[src/rtl/csr_pkg.sv]
`default_nettype none
// ============================================================================
// csr_pkg : shared definitions for the cubic spline segment rasteriser
// Default sizes, coefficient format, register indexes and the command and
// status bundles passed between controller and datapath.
// ============================================================================
package csr_pkg;

    // default sizes for the top-level parameters
    localparam int MAX_POINTS_DEF  = 64;
    localparam int COORD_WIDTH_DEF = 16;
    localparam int FRAC_BITS_DEF   = 16;

    // basis matrix coefficients: signed Q3.12, four per row, four rows
    localparam int COEF_W    = 16;
    localparam int COEF_FRAC = 12;
    localparam int NUM_CP    = 4;

    // configuration port
    localparam int CFG_DATA_W    = 64;
    localparam int CFG_INDEX_W   = 3;
    localparam int POINT_COUNT_W = 7;
    localparam int COLOR_W       = 4;

    localparam logic [POINT_COUNT_W-1:0] POINT_COUNT_RST = 7'd64;
    localparam logic [COLOR_W-1:0]       PIXEL_COLOR_RST = 4'd15;

    // register indexes
    localparam logic [CFG_INDEX_W-1:0] REG_BASIS_ROW_0 = 3'd0;
    localparam logic [CFG_INDEX_W-1:0] REG_BASIS_ROW_1 = 3'd1;
    localparam logic [CFG_INDEX_W-1:0] REG_BASIS_ROW_2 = 3'd2;
    localparam logic [CFG_INDEX_W-1:0] REG_BASIS_ROW_3 = 3'd3;
    localparam logic [CFG_INDEX_W-1:0] REG_POINT_COUNT = 3'd4;
    localparam logic [CFG_INDEX_W-1:0] REG_PIXEL_COLOR = 3'd5;

    // controller to datapath
    typedef struct packed {
        logic load;       // capture control points, restart t
        logic div_start;  // start the t-step division
        logic issue;      // push one pixel into the pipeline
        logic last;       // pixel being issued is the final one
    } ctrl_cmd_t;

    // datapath to controller
    typedef struct packed {
        logic div_done;   // step division finished (one-cycle pulse)
        logic pipe_en;    // pipeline advances this cycle
        logic pipe_empty; // nothing in flight, output register empty
    } dp_status_t;

endpackage
`default_nettype wire

[src/rtl/csr_ctrl.sv]
`default_nettype none
// ============================================================================
// csr_ctrl : segment sequencer
// Accepts a segment, waits for the t-step division, issues one pixel per
// advancing cycle and waits for the pipeline to empty before the next one.
// ============================================================================
module csr_ctrl import csr_pkg::*; #(
    parameter int IDX_W = 6
) (
    input  logic              aclk,
    input  logic              aresetn,
    input  logic              s_valid,
    output logic              s_ready,
    input  logic [IDX_W-1:0]  last_idx,
    input  dp_status_t        status,
    output ctrl_cmd_t         cmd
);

    typedef enum logic [3:0] {
        ST_IDLE  = 4'b0001,
        ST_DIV   = 4'b0010,
        ST_RUN   = 4'b0100,
        ST_DRAIN = 4'b1000
    } state_t;

    state_t            state_reg, state_next;
    logic [IDX_W-1:0]  idx_reg, idx_next;
    logic              is_last;

    assign is_last = (idx_reg == last_idx);

    // next state and commands
    always_comb begin
        state_next    = state_reg;
        idx_next      = idx_reg;
        cmd.load      = 1'b0;
        cmd.div_start = 1'b0;
        cmd.issue     = 1'b0;
        cmd.last      = 1'b0;
        unique case (state_reg)
            ST_IDLE: begin
                idx_next = '0;
                if (s_valid) begin
                    cmd.load      = 1'b1;
                    cmd.div_start = 1'b1;
                    state_next    = ST_DIV;
                end
            end
            ST_DIV: begin
                if (status.div_done) begin
                    state_next = ST_RUN;
                end
            end
            ST_RUN: begin
                if (status.pipe_en) begin
                    cmd.issue = 1'b1;
                    cmd.last  = is_last;
                    idx_next  = idx_reg + 1'b1;
                    if (is_last) begin
                        state_next = ST_DRAIN;
                    end
                end
            end
            ST_DRAIN: begin
                if (status.pipe_empty) begin
                    state_next = ST_IDLE;
                end
            end
            default: begin
                state_next = ST_IDLE;
            end
        endcase
    end

    always_ff @(posedge aclk) begin
        if (!aresetn) begin
            state_reg <= ST_IDLE;
            idx_reg   <= '0;
        end else begin
            state_reg <= state_next;
            idx_reg   <= idx_next;
        end
    end

    assign s_ready = (state_reg == ST_IDLE);

endmodule
`default_nettype wire

[config.mk]
export PLATFORM = sky130hd
export DESIGN_NAME = csr_ctrl
export DESIGN_NICKNAME = d
export VERILOG_FILES = /design/src/rtl/csr_pkg.sv /design/src/rtl/csr_ctrl.sv
export SDC_FILE = /design/constraint.sdc
export NUM_CORES = 1
export LEC_CHECK = 0
export BUFFER_PORTS_ARGS = -buffer_cell sky130_fd_sc_hd__buf_2
export CORE_UTILIZATION = 49
export CTS_CLUSTER_DIAMETER = 60
export CTS_CLUSTER_SIZE = 40
export DETAILED_ROUTE_END_ITERATION = 7
export PLACE_DENSITY = 0.8
export SLEW_MARGIN = 20
export SYNTH_ARGS = -nofsm -noshare
export SYNTH_HDL_FRONTEND = slang
export SYNTH_SLANG_ARGS = --single-unit
[constraint.sdc]
create_clock -name aclk -period 1.6 [get_ports aclk]
set_input_delay 0.24 -clock aclk [delete_from_list [all_inputs] [get_ports aclk]]
set_output_delay 0.24 -clock aclk [all_outputs]
set_load 0.005 [all_outputs]
* Yosys cells after proc, flatten, opt, wreduce, memory -nomap -nowiden
Cells that the tools add are included. W data, S select, Z words.
Storage, ports and cells: bits in registers 10, input port bits 12
Cells by class: $add $sub $neg 1, equality and inequality tests 10, mux-type cells 12, reductions and logical operators 3
Operators by type and width (number):
- $mux W4 | 5
- $pmux W4 S4 | 1
- $pmux W6 S2 | 1
- $ne A2 B2 Y1 const B | 5
- $mux W2 | 4
- $add A6 B1 Y6 const B | 1
- $eq A6 B6 Y1 | 1
- $mux W6 | 1
- $reduce_and A5 Y1 | 1
- $eq A4 B1 Y1 const B | 1
- $eq A4 B2 Y1 const B | 1
- $eq A4 B3 Y1 const B | 1
- $eq A4 B4 Y1 const B | 1
- $reduce_and A2 Y1 | 1
- $reduce_bool A2 Y1 | 1

* Logic depth before layout (Yosys ltp)
word-level depth 4, depth in mapped cells 5, mapped depth without buffers 5

* Worst setup path before layout
OpenSTA, ideal clock, no wires.
path kind register -> register, start register state_reg[2], end register idx_reg[5], setup time 0.067 ns, arrival time 1.323 ns, data required time 1.533 ns, path slack 0.211 ns, stages on the path, launching flop included 6, buffers on the path 1, cells stage by stage dfxtp_1 -> buf_6 -> and3b_2 -> o21ai_2 -> or4_4 -> a21oi_2
Between the ends: longest elaborated chain between the ends 3, elaborated cells on any way between the ends 6, classes of those cells 3 x eq/ne; 1 x mux; 2 x reduce/logical
Ends and longest elaborated chain:
- start: declaration | line csr_ctrl.sv:26 | state_t state_reg, state_next;
- start signal: assignment | line csr_ctrl.sv:80 | state_reg <= state_next;
- $eq A4 B3 Y1 or $eq A4 B1 Y1 (tied branches) | line csr_ctrl.sv:40 | unique case (state_reg)
- $ne A2 B2 Y1 (no source line) or $reduce_bool A2 Y1 (tied branches)
- $reduce_and A2 Y1 (no source line)
- end signal: assignment | line csr_ctrl.sv:81 | idx_reg <= idx_next;
- end: declaration | line csr_ctrl.sv:27 | logic [IDX_W-1:0] idx_reg, idx_next;
Several ways; a longest one is shown, not always the timed one. A chain may end at the register's enable or synchronous reset.

==> out/qor.yml <==
run_status:
  outcome: "complete, but fails checks"
  failing_checks: "negative setup slack"
hold_path:
  worst_hold_path.num_cells: 2
  hold_path_end: "state_reg[0]$_SDFFE_PN1P_"
  hp-start: "aresetn"
  min_path_type: "in2reg"
clocking:
  clk_pin_slew_worst_paths_ns: 0.06
  tritoncts.num_buffers: 3
  clock-sinks: 10
  cts.htree.levels: 1
  clock_insertion_delay_worst_skew_ns: 0.27
  cts_tree: "done"
  cts_root_buffer: "clkbuf_4"
  clk_path_buf_depth: 2
yosys:
  ys_async_rst_share: 0
  syn_nets: 86
  yosysTopAreaCell: "dfxtp_1"
  synth.ff_latch_count: 10
  yosys_warnings: 0
  synth.area.top_cells: "dfxtp_1 31%, xnor2_1 11%, nor2_1 4.1%"
  netlist_top_cells_count: "10 x dfxtp_1, 8 x xnor2_1, 7 x nor2_1, 4 x and3_1"
  synth_top_cell_area_share: 0.3125
  synth.yosys.seq_area_share: 0.3125
  synth_cells: 73
  synth_top_flop_cell: "dfxtp_1"
  synth.most_common_cell: "dfxtp_1"
  synthDistinctLibCells: 34
  postSynthAreaPerCell_um2: 8.776
  post_synth_instance_area_um2: 640.6
  synth_edf_count: 0
floorplan:
  floorplan.io_pins: 17
  num_rows: 12
  start_util: 0.5541
  dieArea_um2: 1456
  chipHeight_um: 38.16
  core_region_um2: 1156
  fp.dieW_um: 38.16
placed_design:
  dpl-instance-area_um2: 734.5
  place.port_buffers: 16
  place_inst: 103
  place_worst_setup_slack_ns: 0.09216
  globalplace.congestion: 0.8505
  place_hpwl_um: 1037
critical_path:
  timing.critical_path.required_ns: 1.36
  path_buf_inv: 1
  cp_top_family: "simple AND/OR/NAND/NOR gates"
  setup.reg_to_reg.worst_slack_ns: 0.05
  path_class: "reg2out"
  critical_path_arrival_ns: 1.47
  crit_slowest_cell: "or4b_4"
  regToRegEndpoint: "state_reg[3]$_SDFFE_PN0P_"
  worst_r2r_path_depth: 6
  timing.critical_path.fanout_max: 9
  crit_path_start_kind: "register"
  end_kind: "primary output"
  path_cells: "or4b_4, nor3_4, buf_2"
  r2r_start: "state_reg[2]$_SDFFE_PN0P_"
  delay_contributed_by_the_slowest_stage_of_the_critical_path_ns: 0.51
timing:
  grt_setup_unrepaired: "yes"
  fmax_mhz: 585.9
  setup_tns_ns: -0.1068
  timing.hold.ws_ns: 0.2249
  maxSlewHeadroom: 0.7844
  timing_worst_slew_pin_value_ns: 0.3189
  timing.final.max_slew_violations: 0
  period_minus_slack_ns: 1.707
  post-route-worst-setup-slack_ns: -0.1068
  hold_violations: 0
  period_utilization: 1.067
  worst_clock_skew_ns: 0.007841
  finalSetupViolations: 1
drt:
  first_pass_iters: 4
  num_vias: 608
  detail_route.vias_per_cell: 5.429
  post_drt_wl_per_cell_um: 12.89
  totalWireLength_um: 1444
  drtAntennaViolNets: 0
  drcViolationCount: 0
  detail_route.iter0.violations: 10
finish:
  finalNetCount: 112
  num-fill-cells: 85
  antenna-diode-count: 0
  fin_cells: 112
  postLayoutCoreUtil: 0.7165
  stdcell_area_um2: 828.3
  final_layout_size_suffix_gt1_frac: 0.3878
  area_growth_pct: 29.30
  final-seq-area_um2: 210.2
  multi_input_comb_area_um2: 424.2
  largest_register_ffs: 6
global_routing:
  grt_pass1_vias: 561
  grt_first_pass_wirelength_um: 2401
  grt_util_all_layers: 0.2454
  pin_count_of_the_biggest_net_entering_global_routing: 10
  globalRouteMet3Util: 0.1047
  gr-usage-met2: 0.3771
  overall_overflow_remaining_after_global_route: 0
  grt_max_usage_layer: "met2"
  globalRouteMet1Util: 0.3047
  initial_antenna_violation_count: 0
power_and_ir_drop:
  p_seq_frac: 0.445
  p_leak_nw: 0.3586
  p_comb_frac: 0.158
  power.clock.fraction: 0.397
  irDropWorstVdd_mv: 0.4282
  power_per_cell_area_nw_per_um2: 705.4
  swShare: 0.2543
  internal-power_mw: 0.4357
  power_mw: 0.5842
  power.switching_mw: 0.1485
run:
  max_cap_violations: 0
==> cells in the final DEF, fill, tap and decap left out, types with 2 or more instances in the layout <==
master and n:
and2_1 2, nand2_1 3, and3_1 4, nor2_1 7, inv_1 2, nand2b_1 2, xnor2_1 8, nor3_1 2
o21a_1 2, clkbuf_4 3, o211ai_1 3, nor2b_1 2, buf_2 16, dfxtp_2 2, dfxtp_4 2, dfxtp_1 6
xor2_1 2, nand4_1 3, buf_4 7, o21ai_0 2
==> worst max-delay path by stage <==
stage / depth (start not counted) / startpoint / endpoint / slack, ns
global placement: 3 / state_reg[2]$_SDFFE_PN0P_ / cmd[0] / 0.13
global route: 3 / state_reg[3]$_SDFFE_PN0P_ / cmd[0] / -0.15
detailed placement: 3 / state_reg[2]$_SDFFE_PN0P_ / cmd[0] / 0.09
floorplan: 5 / state_reg[2]$_SDFFE_PN0P_ / idx_reg[5]$_SDFFE_PN0P_ / 0.21
finish: 3 / state_reg[2]$_SDFFE_PN0P_ / cmd[0] / -0.11
CTS: 3 / state_reg[3]$_SDFFE_PN0P_ / cmd[0] / -0.06
==> layout make-up <==
| class | count | area share |
|---|---|---|
| Sequential cell | 10 | 0.2538 |
| Multi-Input combinational cell | 59 | 0.5121 |
| Clock buffer | 4 | 0.04381 |
| Inverter | 2 | 0.009063 |
| Tap cell | 14 | 0.02115 |
| Timing Repair Buffer | 23 | 0.1601 |
==> power by group through the flow <==
stage	logic, mW	registers [mW]	clock network [mW]
6_report	0.0920	0.260	0.232
5_1_grt	0.101	0.261	0.249
4_1_cts	0.0909	0.259	0.238
3_5_place_dp	0.0846	0.269	0
3_3_place_gp	0.0830	0.268	0
2_1_floorplan	0.0529	0.265	0
==> cells by family after synthesis <==
| family | count (synthesis) | share of synthesized area |
|---|---|---|
| compound gates | 15 | 0.1797 |
| fa+ha+maj | 1 | 0.01953 |
| xor+xnor | 10 | 0.1367 |
| flops | 10 | 0.3125 |
| simple gates | 33 | 0.3105 |
| buf+inv | 4 | 0.04102 |
==> per-layer routing <==
layer / routed length [um] / vias up / part of all wire
met5: 0 / - / 0
met4: 14 / 0 / 0.0097
met3: 71 / 2 / 0.049
met2: 647 / 12 / 0.45
met1: 711 / 279 / 0.49
li1: - / 315 / -
==> timing repair <==
item                                    CTS  global route
hold buffers                              0             0
gates cloned                              0             0
endpoints found under the setup margin    2             5
pin swaps                                 1             1
resized for setup                         7             1
buffers inserted                          6             0
Power figures use the tool's default switching activity.
